### src/design/hsnl_pkg.sv
// Shared constants, types and helpers for the hexagonal sheet neighbor list block.
package hsnl_pkg;

    localparam int SIDE_W   = 11;   // width of the rows/cols registers
    localparam int ROW_W    = 10;
    localparam int COL_W    = 11;
    localparam int IDX_W    = 21;   // node index width
    localparam int CNT_W    = 3;
    localparam int RING_N   = 6;
    localparam int SLOT_W   = 3;
    localparam int MAX_SIDE = 1024;
    localparam int MIN_SIDE = 2;

    localparam int CFG_IDX_W = 1;
    localparam logic [CFG_IDX_W-1:0] CFG_ROWS = 1'b0;
    localparam logic [CFG_IDX_W-1:0] CFG_COLS = 1'b1;

    // ring order: down-left, down-right, right, up-right, up, left
    typedef struct packed {
        logic [SLOT_W-1:0] start;
        logic [CNT_W-1:0]  count;
    } t_ring_sel;

    // (start + step) mod 6, both below 6
    function automatic logic [SLOT_W-1:0] ring_slot(input logic [SLOT_W-1:0] start,
                                                    input logic [SLOT_W-1:0] step);
        logic [SLOT_W:0] sum;
        sum = {1'b0, start} + {1'b0, step};
        if (sum >= (SLOT_W+1)'(RING_N)) begin
            sum = sum - (SLOT_W+1)'(RING_N);
        end
        return sum[SLOT_W-1:0];
    endfunction

endpackage

### src/design/hsnl_req_if.sv
// Request channel: one node position per item.
interface hsnl_req_if;
    import hsnl_pkg::*;

    logic             valid;
    logic             ready;
    logic [ROW_W-1:0] row;
    logic [COL_W-1:0] col;

    modport source (output valid, output row, output col, input ready);
    modport sink   (input valid, input row, input col, output ready);
endinterface

### src/design/hsnl_rsp_if.sv
// Response channel: node index, neighbor ring and status flags per item.
interface hsnl_rsp_if;
    import hsnl_pkg::*;

    logic             valid;
    logic             ready;
    logic [IDX_W-1:0] node_index;
    logic [IDX_W-1:0] neighbor_a;
    logic [IDX_W-1:0] neighbor_b;
    logic [IDX_W-1:0] neighbor_c;
    logic [IDX_W-1:0] neighbor_d;
    logic [IDX_W-1:0] neighbor_e;
    logic [IDX_W-1:0] neighbor_f;
    logic [CNT_W-1:0] neighbor_count;
    logic             incomplete_loop;
    logic             bad_position;

    modport source (output valid, output node_index,
                    output neighbor_a, output neighbor_b, output neighbor_c,
                    output neighbor_d, output neighbor_e, output neighbor_f,
                    output neighbor_count, output incomplete_loop, output bad_position,
                    input ready);
    modport sink   (input valid, input node_index,
                    input neighbor_a, input neighbor_b, input neighbor_c,
                    input neighbor_d, input neighbor_e, input neighbor_f,
                    input neighbor_count, input incomplete_loop, input bad_position,
                    output ready);
endinterface

### src/design/hsnl_ring.sv
// Picks the start slot and length of the contiguous run of present ring slots.
module hsnl_ring (
    input  logic [hsnl_pkg::RING_N-1:0] i_present,
    output hsnl_pkg::t_ring_sel         o_sel
);
    import hsnl_pkg::*;

    logic [SLOT_W-1:0] start;
    logic [CNT_W-1:0]  count;
    logic [SLOT_W:0]   k;
    logic              chain;
    logic              run;
    logic [SLOT_W-1:0] slot;

    always_comb begin
        start = '0;
        count = '0;
        k     = (SLOT_W+1)'(RING_N);
        chain = 1'b1;
        run   = 1'b1;
        slot  = '0;
        if (&i_present) begin
            start = '0;
        end else if (i_present[0]) begin
            // back up over the run that wraps into slot 0
            for (int i = RING_N - 1; i >= 1; i--) begin
                if (chain && i_present[i]) begin
                    k = (SLOT_W+1)'(i);
                end else begin
                    chain = 1'b0;
                end
            end
            start = (k == (SLOT_W+1)'(RING_N)) ? '0 : k[SLOT_W-1:0];
        end else begin
            for (int i = RING_N - 1; i >= 1; i--) begin
                if (i_present[i]) begin
                    start = SLOT_W'(i);
                end
            end
        end
        for (int i = 0; i < RING_N; i++) begin
            slot = ring_slot(start, SLOT_W'(i));
            if (run && i_present[slot]) begin
                count = count + CNT_W'(1);
            end else begin
                run = 1'b0;
            end
        end
        o_sel.start = start;
        o_sel.count = count;
    end
endmodule

### src/design/hex_sheet_neighbor_list.sv
// Hexagonal sheet neighbor list: top level.
//
// Usage: rows and cols are set through the write port (i_cfg_we, i_cfg_idx,
// i_cfg_data) while the block is idle; values below 2 act as 2 and above
// the sheet maximum act as the maximum. Each item on i_req carries a node
// position (row, col); o_rsp returns one item with the node index, up to
// six neighbor indices in ring order, their count, an incomplete flag for
// boundary nodes and a bad-position flag (all other fields zero then).
// An item accepted on i_req is registered, worked on in one pass of
// combinational logic (a 10x11 multiply and adders) and registered again
// for o_rsp. Throughput: one item per cycle unless o_rsp is stalled.
// When o_rsp is stalled the result register holds the item and the input
// register can still take one more; i_req.ready drops only when both are
// full. Reset clears both valid flags and sets rows and cols to 2.
module hex_sheet_neighbor_list (
    input  logic                            i_clk,
    input  logic                            i_rst_n,
    input  logic                            i_cfg_we,
    input  logic [hsnl_pkg::CFG_IDX_W-1:0]  i_cfg_idx,
    input  logic [hsnl_pkg::SIDE_W-1:0]     i_cfg_data,
    hsnl_req_if.sink                        i_req,
    hsnl_rsp_if.source                      o_rsp
);
    import hsnl_pkg::*;

    logic [SIDE_W-1:0] r_rows;
    logic [SIDE_W-1:0] r_cols;

    logic              r_s1_valid;
    logic [ROW_W-1:0]  r_row;
    logic [COL_W-1:0]  r_col;

    logic              r_s2_valid;
    logic [IDX_W-1:0]  r_node_index;
    logic [IDX_W-1:0]  r_nb [RING_N];
    logic [CNT_W-1:0]  r_count;
    logic              r_incomplete;
    logic              r_bad;

    logic              s2_load;
    logic              s1_load;

    logic [SIDE_W-1:0] ny;
    logic [SIDE_W-1:0] nx;
    logic [SIDE_W:0]   len;
    logic [SIDE_W:0]   last;
    logic              odd;
    logic              top_row;
    logic              bot_row;
    logic              first_col;
    logic              last_col;
    logic              bad;
    logic [IDX_W-1:0]  nxe;
    logic [IDX_W-1:0]  base;
    logic [IDX_W-1:0]  nb [RING_N];
    logic [RING_N-1:0] present;
    t_ring_sel         sel;
    logic [IDX_W-1:0]  n_node_index;
    logic [IDX_W-1:0]  n_nb [RING_N];
    logic [CNT_W-1:0]  n_count;
    logic              n_incomplete;

    function automatic logic [SIDE_W-1:0] clamp_side(input logic [SIDE_W-1:0] v);
        logic [SIDE_W-1:0] res;
        res = v;
        if (v < SIDE_W'(MIN_SIDE)) begin
            res = SIDE_W'(MIN_SIDE);
        end else if (32'(v) > MAX_SIDE) begin
            res = SIDE_W'(MAX_SIDE);
        end
        return res;
    endfunction

    assign s2_load     = r_s1_valid && (!r_s2_valid || o_rsp.ready);
    assign s1_load     = i_req.valid && i_req.ready;
    assign i_req.ready = !r_s1_valid || s2_load;

    always_ff @(posedge i_clk) begin
        if (!i_rst_n) begin
            r_rows <= SIDE_W'(MIN_SIDE);
            r_cols <= SIDE_W'(MIN_SIDE);
        end else if (i_cfg_we) begin
            unique case (i_cfg_idx)
                CFG_ROWS: r_rows <= i_cfg_data;
                CFG_COLS: r_cols <= i_cfg_data;
                default:  ;
            endcase
        end
    end

    always_ff @(posedge i_clk) begin
        if (!i_rst_n) begin
            r_s1_valid <= 1'b0;
        end else if (s1_load) begin
            r_s1_valid <= 1'b1;
        end else if (s2_load) begin
            r_s1_valid <= 1'b0;
        end
    end

    always_ff @(posedge i_clk) begin
        if (s1_load) begin
            r_row <= i_req.row;
            r_col <= i_req.col;
        end
    end

    // geometry of the requested node
    always_comb begin
        ny        = clamp_side(r_rows);
        nx        = clamp_side(r_cols);
        odd       = r_row[0];
        len       = {1'b0, nx} + (SIDE_W+1)'(odd);
        last      = len - (SIDE_W+1)'(1);
        bad       = ({1'b0, r_row} >= ny) || ({1'b0, r_col} >= len);
        top_row   = (r_row == '0);
        bot_row   = ({1'b0, r_row} == ny - SIDE_W'(1));
        first_col = (r_col == '0);
        last_col  = ({1'b0, r_col} == last);

        nxe  = IDX_W'(nx);
        base = IDX_W'(r_row) * nxe + IDX_W'(r_row >> 1) + IDX_W'(r_col);

        nb[0] = base - nxe - IDX_W'(1);
        nb[1] = base - nxe;
        nb[2] = base + IDX_W'(1);
        nb[3] = base + nxe + IDX_W'(1);
        nb[4] = base + nxe;
        nb[5] = base - IDX_W'(1);

        present[0] = !top_row && !(first_col && odd);
        present[1] = !top_row && !(last_col && odd);
        present[2] = !last_col;
        present[3] = !bot_row && !(last_col && odd);
        present[4] = !bot_row && !(first_col && odd);
        present[5] = !first_col;
    end

    hsnl_ring u_ring (
        .i_present (present),
        .o_sel     (sel)
    );

    always_comb begin
        n_node_index = bad ? '0 : base;
        n_count      = bad ? '0 : sel.count;
        n_incomplete = !bad && (sel.count < CNT_W'(RING_N));
        for (int i = 0; i < RING_N; i++) begin
            if (!bad && (CNT_W'(i) < sel.count)) begin
                n_nb[i] = nb[ring_slot(sel.start, SLOT_W'(i))];
            end else begin
                n_nb[i] = '0;
            end
        end
    end

    always_ff @(posedge i_clk) begin
        if (!i_rst_n) begin
            r_s2_valid <= 1'b0;
        end else if (s2_load) begin
            r_s2_valid <= 1'b1;
        end else if (o_rsp.ready) begin
            r_s2_valid <= 1'b0;
        end
    end

    always_ff @(posedge i_clk) begin
        if (s2_load) begin
            r_node_index <= n_node_index;
            r_nb         <= n_nb;
            r_count      <= n_count;
            r_incomplete <= n_incomplete;
            r_bad        <= bad;
        end
    end

    assign o_rsp.valid           = r_s2_valid;
    assign o_rsp.node_index      = r_node_index;
    assign o_rsp.neighbor_a      = r_nb[0];
    assign o_rsp.neighbor_b      = r_nb[1];
    assign o_rsp.neighbor_c      = r_nb[2];
    assign o_rsp.neighbor_d      = r_nb[3];
    assign o_rsp.neighbor_e      = r_nb[4];
    assign o_rsp.neighbor_f      = r_nb[5];
    assign o_rsp.neighbor_count  = r_count;
    assign o_rsp.incomplete_loop = r_incomplete;
    assign o_rsp.bad_position    = r_bad;

endmodule

### src/flat_wrapper.sv
// flat-port wrapper written by rule: the top's interface ports become plain ports
module hex_sheet_neighbor_list_flat import hsnl_pkg::*;
  (i_clk, i_rst_n, i_cfg_we, i_cfg_idx, i_cfg_data, i_req_valid, i_req_row, i_req_col, i_req_ready, o_rsp_valid, o_rsp_node_index, o_rsp_neighbor_a, o_rsp_neighbor_b, o_rsp_neighbor_c, o_rsp_neighbor_d, o_rsp_neighbor_e, o_rsp_neighbor_f, o_rsp_neighbor_count, o_rsp_incomplete_loop, o_rsp_bad_position, o_rsp_ready);
  hsnl_req_if i_req_i ();
  hsnl_rsp_if o_rsp_i ();
  input  logic i_clk;
  input  logic i_rst_n;
  input  logic i_cfg_we;
  input  logic [hsnl_pkg::CFG_IDX_W-1:0] i_cfg_idx;
  input  logic [hsnl_pkg::SIDE_W-1:0] i_cfg_data;
  input wire logic [$bits(i_req_i.valid)-1:0] i_req_valid;
  input wire logic [$bits(i_req_i.row)-1:0] i_req_row;
  input wire logic [$bits(i_req_i.col)-1:0] i_req_col;
  output wire logic [$bits(i_req_i.ready)-1:0] i_req_ready;
  output wire logic [$bits(o_rsp_i.valid)-1:0] o_rsp_valid;
  output wire logic [$bits(o_rsp_i.node_index)-1:0] o_rsp_node_index;
  output wire logic [$bits(o_rsp_i.neighbor_a)-1:0] o_rsp_neighbor_a;
  output wire logic [$bits(o_rsp_i.neighbor_b)-1:0] o_rsp_neighbor_b;
  output wire logic [$bits(o_rsp_i.neighbor_c)-1:0] o_rsp_neighbor_c;
  output wire logic [$bits(o_rsp_i.neighbor_d)-1:0] o_rsp_neighbor_d;
  output wire logic [$bits(o_rsp_i.neighbor_e)-1:0] o_rsp_neighbor_e;
  output wire logic [$bits(o_rsp_i.neighbor_f)-1:0] o_rsp_neighbor_f;
  output wire logic [$bits(o_rsp_i.neighbor_count)-1:0] o_rsp_neighbor_count;
  output wire logic [$bits(o_rsp_i.incomplete_loop)-1:0] o_rsp_incomplete_loop;
  output wire logic [$bits(o_rsp_i.bad_position)-1:0] o_rsp_bad_position;
  input wire logic [$bits(o_rsp_i.ready)-1:0] o_rsp_ready;
  assign i_req_i.valid = i_req_valid;
  assign i_req_i.row = i_req_row;
  assign i_req_i.col = i_req_col;
  assign i_req_ready = i_req_i.ready;
  assign o_rsp_valid = o_rsp_i.valid;
  assign o_rsp_node_index = o_rsp_i.node_index;
  assign o_rsp_neighbor_a = o_rsp_i.neighbor_a;
  assign o_rsp_neighbor_b = o_rsp_i.neighbor_b;
  assign o_rsp_neighbor_c = o_rsp_i.neighbor_c;
  assign o_rsp_neighbor_d = o_rsp_i.neighbor_d;
  assign o_rsp_neighbor_e = o_rsp_i.neighbor_e;
  assign o_rsp_neighbor_f = o_rsp_i.neighbor_f;
  assign o_rsp_neighbor_count = o_rsp_i.neighbor_count;
  assign o_rsp_incomplete_loop = o_rsp_i.incomplete_loop;
  assign o_rsp_bad_position = o_rsp_i.bad_position;
  assign o_rsp_i.ready = o_rsp_ready;
  hex_sheet_neighbor_list u_core (.i_clk(i_clk), .i_rst_n(i_rst_n), .i_cfg_we(i_cfg_we), .i_cfg_idx(i_cfg_idx), .i_cfg_data(i_cfg_data), .i_req(i_req_i), .o_rsp(o_rsp_i));
endmodule
### config.mk
export PLATFORM = sky130hd
export DESIGN_NAME = hex_sheet_neighbor_list_flat
export DESIGN_NICKNAME = d
export VERILOG_FILES = /design/src/design/hsnl_pkg.sv /design/src/design/hsnl_req_if.sv /design/src/design/hsnl_rsp_if.sv /design/src/design/hsnl_ring.sv /design/src/design/hex_sheet_neighbor_list.sv /design/src/flat_wrapper.sv
export SDC_FILE = /design/constraint.sdc
export NUM_CORES = 1
export LEC_CHECK = 0
export BUFFER_PORTS_ARGS = -buffer_cell sky130_fd_sc_hd__buf_4
export CAP_MARGIN = 20
export CORE_AREA = 2 2 209 211
export DETAILED_ROUTE_END_ITERATION = 8
export DIE_AREA = 0 0 211 213
export PLACE_DENSITY = 0.71
export SLEW_MARGIN = 40
export SYNTH_ARGS = -nofsm -noshare
export SYNTH_HDL_FRONTEND = slang
export SYNTH_SLANG_ARGS = --single-unit
### constraint.sdc
create_clock -name i_clk -period 9.3 [get_ports i_clk]
set_input_delay 1.395 -clock i_clk [delete_from_list [all_inputs] [get_ports i_clk]]
set_output_delay 1.395 -clock i_clk [all_outputs]
set_load 0.01 [all_outputs]
; ---- Word level (Yosys, flattened, before mapping)
; Cells that the tools add are included.
; W data, S select, Z words.
[totals]
elab_cells = 216
reg_bits = 197
inputBits = 38
output_inout_bits = 154
[op_classes]
reduce_logical = 43
eq_ne = 3
multipliers = 1
n_lt_le_gt_ge = 31
addsub = 27
muxes = 88
n_bitwise = 7
[op_table]
columns = op, count
row1 = $bmux W21 S3, 6
row2 = $mux W21, 12
row3 = $mux W3, 25
row4 = $mux W11, 4
row5 = $add A21 B1 Y21 const B, 2
row6 = $add A21 B11 Y21, 2
row7 = $sub A21 B1 Y21 const B, 2
row8 = $mux W1, 28
row9 = $ge A4 B4 Y1 const B, 6
row10 = $logic_and A1 B1 Y1, 24
row11 = $lt A3 B4 Y1 const B, 6
row12 = $mux W4, 6
row13 = $not A3 Y4, 6
row14 = $gt A11 B11 Y1 const B, 2
row15 = $lt A11 B2 Y1 const B, 2
row16 = $add A21 B9 Y21, 1
row17 = $mul A10 B11 Y21, 1
row18 = $sub A21 B11 Y21, 1
row19 = $ge A4 B3 Y1 const B, 5
row20 = $bmux W1 S3, 6
row21 = $sub A3 B3 Y3 const B, 6
row22 = $add A3 B1 Y3 const B, 5
row23 = $add A11 B1 Y12, 1
row24 = $eq A11 B12 Y1, 1
row25 = 23 further kinds, 40

; ---- Longest topological paths before layout
[depth]
depth_word = 53
depth_mapped = 44
mapped_depth_nobuf = 40

; ---- Hierarchy
; A second synthesis with hierarchy kept.
[hier_totals]
cells_unflattened = 2533
area_unflattened_um2 = 21230.4
[by_module_without_submodules]
columns = module, area_each_um2, instances, cells_per_inst
row1 = hex_sheet_neighbor_list, 20250.7, 1, 2387
row2 = hsnl_ring, 979.7, 1, 146

; ---- Worst setup path before layout
; Ideal clock, no wire load.
[synth_path]
kind = register to register
startpoint = reg u_core.r_cols[6]
endpoint = reg u_core.r_nb (netlist bit u_core.o_rsp.neighbor_a[19]), data pin
setup_slack_ps = -351
required_time_ps = 9039
path_stages_with_launch = 42
setup_ps = 261
t_arrival_ps = 9390
path_cell_list = dfxtp_1 -> buf_2 -> or4_4 -> nor4_1 -> o21a_1 -> clkbuf_1 -> ha_1 -> nand3_2 -> or4_1 -> a21o_1 -> a2111oi_0 -> nor2_1 -> or4_1 -> buf_2 -> nor3_2 -> a21o_1 -> ha_1 -> clkbuf_1 -> [... 6 more ...] -> a21oi_1 -> ha_1 -> inv_1 -> a21oi_1 -> ha_1 -> nand2_1 -> a31oi_1 -> ha_1 -> inv_1 -> or3_1 -> or3_1 -> nand3_1 -> a21oi_2 -> nand2_2 -> inv_2 -> a211oi_2 -> buf_4 -> nor2_1
[synth_between]
elab_chain_cells = 42
elab_cells_between_ends = 109
classes_between = add/sub: 26 / mul: 1 / order compare: 10 / eq/ne: 2 / mux: 52 / bitwise: 1 / reduce/logical: 17
[synth_rtl]
columns = element, line
row1 = from (decl), hex_sheet_neighbor_list.sv:27  ; logic [SIDE_W-1:0] r_cols;
row2 = from (signal assigned), hex_sheet_neighbor_list.sv:81  ; r_cols <= SIDE_W'(MIN_SIDE);
row3 = from (signal assigned), hex_sheet_neighbor_list.sv:85  ; CFG_COLS: r_cols <= i_cfg_data;
row4 = $gt A11 B11 Y1, hex_sheet_neighbor_list.sv:68  ; end else if (32'(v) > MAX_SIDE) begin
row5 = $mux W11, hex_sheet_neighbor_list.sv:68
row6 = $mux W11 *, hex_sheet_neighbor_list.sv:66  ; if (v < SIDE_W'(MIN_SIDE)) begin
row7 = $add A11 B1 Y12, hex_sheet_neighbor_list.sv:113  ; len = {1'b0, nx} + (SIDE_W+1)'(odd);
row8 = $sub A12 B1 Y12, hex_sheet_neighbor_list.sv:114  ; last = len - (SIDE_W+1)'(1);
row9 = $eq A11 B12 Y1, hex_sheet_neighbor_list.sv:119  ; last_col = ({1'b0, r_col} == last);
row10 = $logic_and A1 B1 Y1, "hex_sheet_neighbor_list.sv:132, hex_sheet_neighbor_list.sv:134"
row11 = $logic_not A1 Y1, "hex_sheet_neighbor_list.sv:132, hex_sheet_neighbor_list.sv:134"
row12 = [... 26 more ...], --
row13 = $add A3 B1 Y3 or $logic_and A1 B1 Y1 (tied branches), "hsnl_ring.sv:44, hsnl_ring.sv:43"
row14 = $mux W3 or $mux W1 (tied branches), hsnl_ring.sv:43  ; if (run && i_present[slot]) begin
row15 = $add A3 B1 Y3 or $logic_and A1 B1 Y1 (tied branches), "hsnl_ring.sv:44, hsnl_ring.sv:43"
row16 = $mux W3 or $mux W1 (tied branches), hsnl_ring.sv:43
row17 = $add A3 B1 Y3 or $logic_and A1 B1 Y1 (tied branches), "hsnl_ring.sv:44, hsnl_ring.sv:43"
row18 = $mux W3, hsnl_ring.sv:43
row19 = $lt A1 B3 Y1, hex_sheet_neighbor_list.sv:149  ; if (!bad && (CNT_W'(i) < sel.count)) begin
row20 = $logic_and A1 B1 Y1, hex_sheet_neighbor_list.sv:149
row21 = to (signal assigned), hex_sheet_neighbor_list.sv:170  ; r_nb <= n_nb;
row22 = to (decl), hex_sheet_neighbor_list.sv:35  ; logic [IDX_W-1:0] r_nb [RING_N];
; Mark *: on every way between the ends. The rest lies on a longest branch, timed or not. The select of a mux whose other input is x is not followed.
; A chain may end at the register's enable or synchronous reset.

; ---- Worst setup path in the final report
; Ends and elaborated chain as after synthesis.

==> results.json <==
{
  "whs_ps": 529,
  "cpPeakStageDelay_ps": 570,
  "switching_power_mw": 4.61,
  "slew-limit-headroom_pct": 43.4,
  "criticalPathCategory": "reg -> reg",
  "initial_core_util_pct": 49.2,
  "placedCellCount": 3238,
  "antenna_found_initial": 1,
  "slowest_stage": "or4_4",
  "viasPerCell": 6.13,
  "tns_ps": 0,
  "grt_pass1_wl_um": 113000,
  "n_antenna_cell": 0,
  "setup_viol": 0,
  "p_leak_nw": 10.2,
  "worst_setup_path_end_kind": "register",
  "finalHoldViolations": 0,
  "die_w_um": 211,
  "swShare_pct": 54.1,
  "yosys-top-cells-area": "edfxtp_1 25%, fa_1 8.9%, ha_1 7.1%",
  "finalPower_mw": 8.54,
  "ys_seq_elements": 197,
  "critical-path-top-delay-family": "compound AO/OA/AOI/OAI gates",
  "grt.total_usage_pct": 33.1,
  "synth_area_sq_um": 21000,
  "clk_pin_slew_ps": 80,
  "cp_common_cell": "buf_4",
  "maxSlewViolCount": 0,
  "fp.dieH_um": 213,
  "die-area_sq_um": 44900,
  "hpwl_um": 58300,
  "syn-num-nets": 2755,
  "finalCoreUtilization_pct": 58.0,
  "row_count": 76,
  "cts_root_buf": "clkbuf_16",
  "hp-class": "reg -> reg",
  "fin_crit_ps": 8940,
  "synth_edf_count": 173,
  "status": "complete, no violations",
  "yosysTopAreaCell": "edfxtp_1",
  "io_buffers": 191,
  "antenna_left": 0,
  "final_cell_mix": "335 x buf_4, 314 x nor2_1, 283 x nand2_1",
  "tritoncts": "done",
  "worstPathRequired_ps": 9570,
  "mostFrequentLayoutCell": "buf_4",
  "yosys_most_used_dff": "edfxtp_1",
  "cp_num_buf_inv": 10,
  "power_density_nw_per_um2": 345,
  "hold_buffers": 0,
  "first_global_vias": 19500,
  "nNetsFinal": 2970,
  "start_kind": "register",
  "first_pass_iters": 6,
  "wire_per_inst_um": 22.6,
  "min_period_over_period_pct": 96.1,
  "gp_congestion": 1.04,
  "cts_buffer_depth": 2,
  "synth-seq-area-share_pct": 27.0,
  "power_frac_clock_pct": 9.1,
  "fillCellCount": 3860,
  "clock_latency_ps": 510,
  "synth.distinct_cells": 101,
  "power_frac_comb_pct": 77.4,
  "drive_gt1_share_pct": 18.1,
  "final_cells": 3278,
  "drt_iter0_markers": 1701,
  "grt_max_degree": 83,
  "seqPwrFrac_pct": 13.5,
  "cts_num_sinks": 197,
  "yosysWarnings": 0,
  "core-area_sq_um": 42700,
  "skew_ps": 18.5,
  "p_int_mw": 3.92,
  "crit_fanout": 8,
  "yosysTopAreaCellShare_pct": 24.7,
  "fmax_ghz": 0.112,
  "ioPinCount": 192,
  "tightest_slew_ps": 849,
  "syn_area_per_cell_sq_um": 8.40,
  "num_vias": 20100,
  "cap_violations": 0,
  "syn_to_final_growth_pct": 17.8,
  "grt-ovfl-total": 0,
  "h-tree-depth": 4,
  "drt_wl_total_um": 74200,
  "route.detailed.drc": 0,
  "synthCells": 2504,
  "cts_buffers": 17,
  "vdd_drop_max_mv": 0.271,
  "crit_arrival_ps": 9200,
  "synthArstFlopShare_pct": 0
}
[stage by stage]
step	area (sq um)	setup slack [ps]
2_1_floorplan	21000	45.1
3_3_place_gp	23800	191
3_5_place_dp	23800	-4.11
4_1_cts	24400	79.1
5_1_grt	24800	-25.5
6_report	24800	361
[worst paths after layout]
path	start	endpoint	slack, ps	depth (start not counted)
max	u_core.r_cols[6]$_SDFFE_PN0P_	u_core.o_rsp.neighbor_a[19]$_SDFFCE_PN0P_	360	41
min	u_core.r_cols[0]$_SDFFE_PN0P_	u_core.r_cols[0]$_SDFFE_PN0P_	530	2
max reg2reg	u_core.r_cols[6]$_SDFFE_PN0P_	u_core.o_rsp.neighbor_a[19]$_SDFFCE_PN0P_	360	41
min reg2reg	u_core.r_cols[0]$_SDFFE_PN0P_	u_core.r_cols[0]$_SDFFE_PN0P_	530	2
[layer usage]
layer,GRT usage [%],vias up,part of all wire [%]
met5,0,-,0
met4,21.8,0,6.6
met3,4.37,225,7.4
met2,54.9,1071,47
met1,40.6,9488,39
li1,-,9310,-
[area by class of cell]
class / count / area, sq um / share of cell area [%]
Multi-Input combinational cell: 1991 / 14500 / 58.4
Clock buffer: 17 / 425 / 1.72
Sequential cell: 197 / 5680 / 22.9
Inverter: 165 / 619 / 2.50
Timing Repair Buffer: 347 / 2720 / 11.0
Tap cell: 546 / 683 / 2.76
Clock inverter: 15 / 184 / 0.743
[flip-flops by register name, summed over array words and instances, names as in the netlist, 21 cells and up]
signal	flops
u_core.o_rsp.neighbor_d	21
u_core.o_rsp.neighbor_c	21
u_core.o_rsp.node_index	21
u_core.o_rsp.neighbor_e	21
u_core.o_rsp.neighbor_f	21
u_core.o_rsp.neighbor_a	21
u_core.o_rsp.neighbor_b	21
[power by group through the flow]
stage	sequential [mW]	combinational (mW)	clock (mW)
2_1_floorplan	1.20	4.04	0
5_1_grt	1.16	7.10	0.821
3_5_place_dp	1.17	6.33	0
4_1_cts	1.15	6.36	0.797
3_3_place_gp	1.17	6.23	0
6_report	1.15	6.61	0.779
[synthesized netlist by cell type (7+ instances only)]
cell	instances
nor2_1	316
nand2_1	283
a21oi_1	195
edfxtp_1	173
inv_1	156
ha_1	120
xnor2_1	119
clkbuf_1	118
fa_1	93
o21ai_0	84
mux2i_1	64
xor2_1	58
and2_1	57
nor3_1	51
a22oi_1	46
a211oi_1	37
nand3_1	36
a21o_1	28
a31oi_1	24
dfxtp_1	24
a21boi_0	23
nor4_1	23
or3_1	19
nand2b_1	18
buf_2	17
nor2b_1	17
o211ai_1	15
nand4_1	13
a211oi_2	11
and3_1	11
buf_1	11
or4_1	11
o21a_1	10
o22a_1	9
o22ai_1	9
a221oi_1	8
nor4b_1	8
or2_2	8
and4_1	7
inv_2	7
o21ai_1	7
o31ai_1	7
[worst reg2reg max path, delay by kind of cell (launching register included)]
family / cells / cell delay, ps
AOI/OAI and AO/OA: 11 / 2780
and+or+nand+nor: 12 / 2390
adders and majority gates: 6 / 1470
buffers and inverters: 10 / 1450
DFF: 1 / 320
muxes: 1 / 220
xor gates and xnor gates: 1 / 80
[cell families after synthesis]
logic type,after synthesis,synth area share (%)
flip-flops,197,27.0
adder cells (fa/ha/maj),213,16.0
XOR/XNOR,180,7.72
AO/OA/AOI/OAI,617,19.9
multiplexers,67,3.26
AND/OR/NAND/NOR,914,20.3
buffers and inverters,316,5.83
[what timing repair did]
action | CTS | global route
cloned | 0 | 2
pin swaps | 0 | 6
buffers inserted | 0 | 5
setup endpoints to repair | 1 | 127
gates resized for setup | 1 | 56
(Power assumes the default switching activity.)
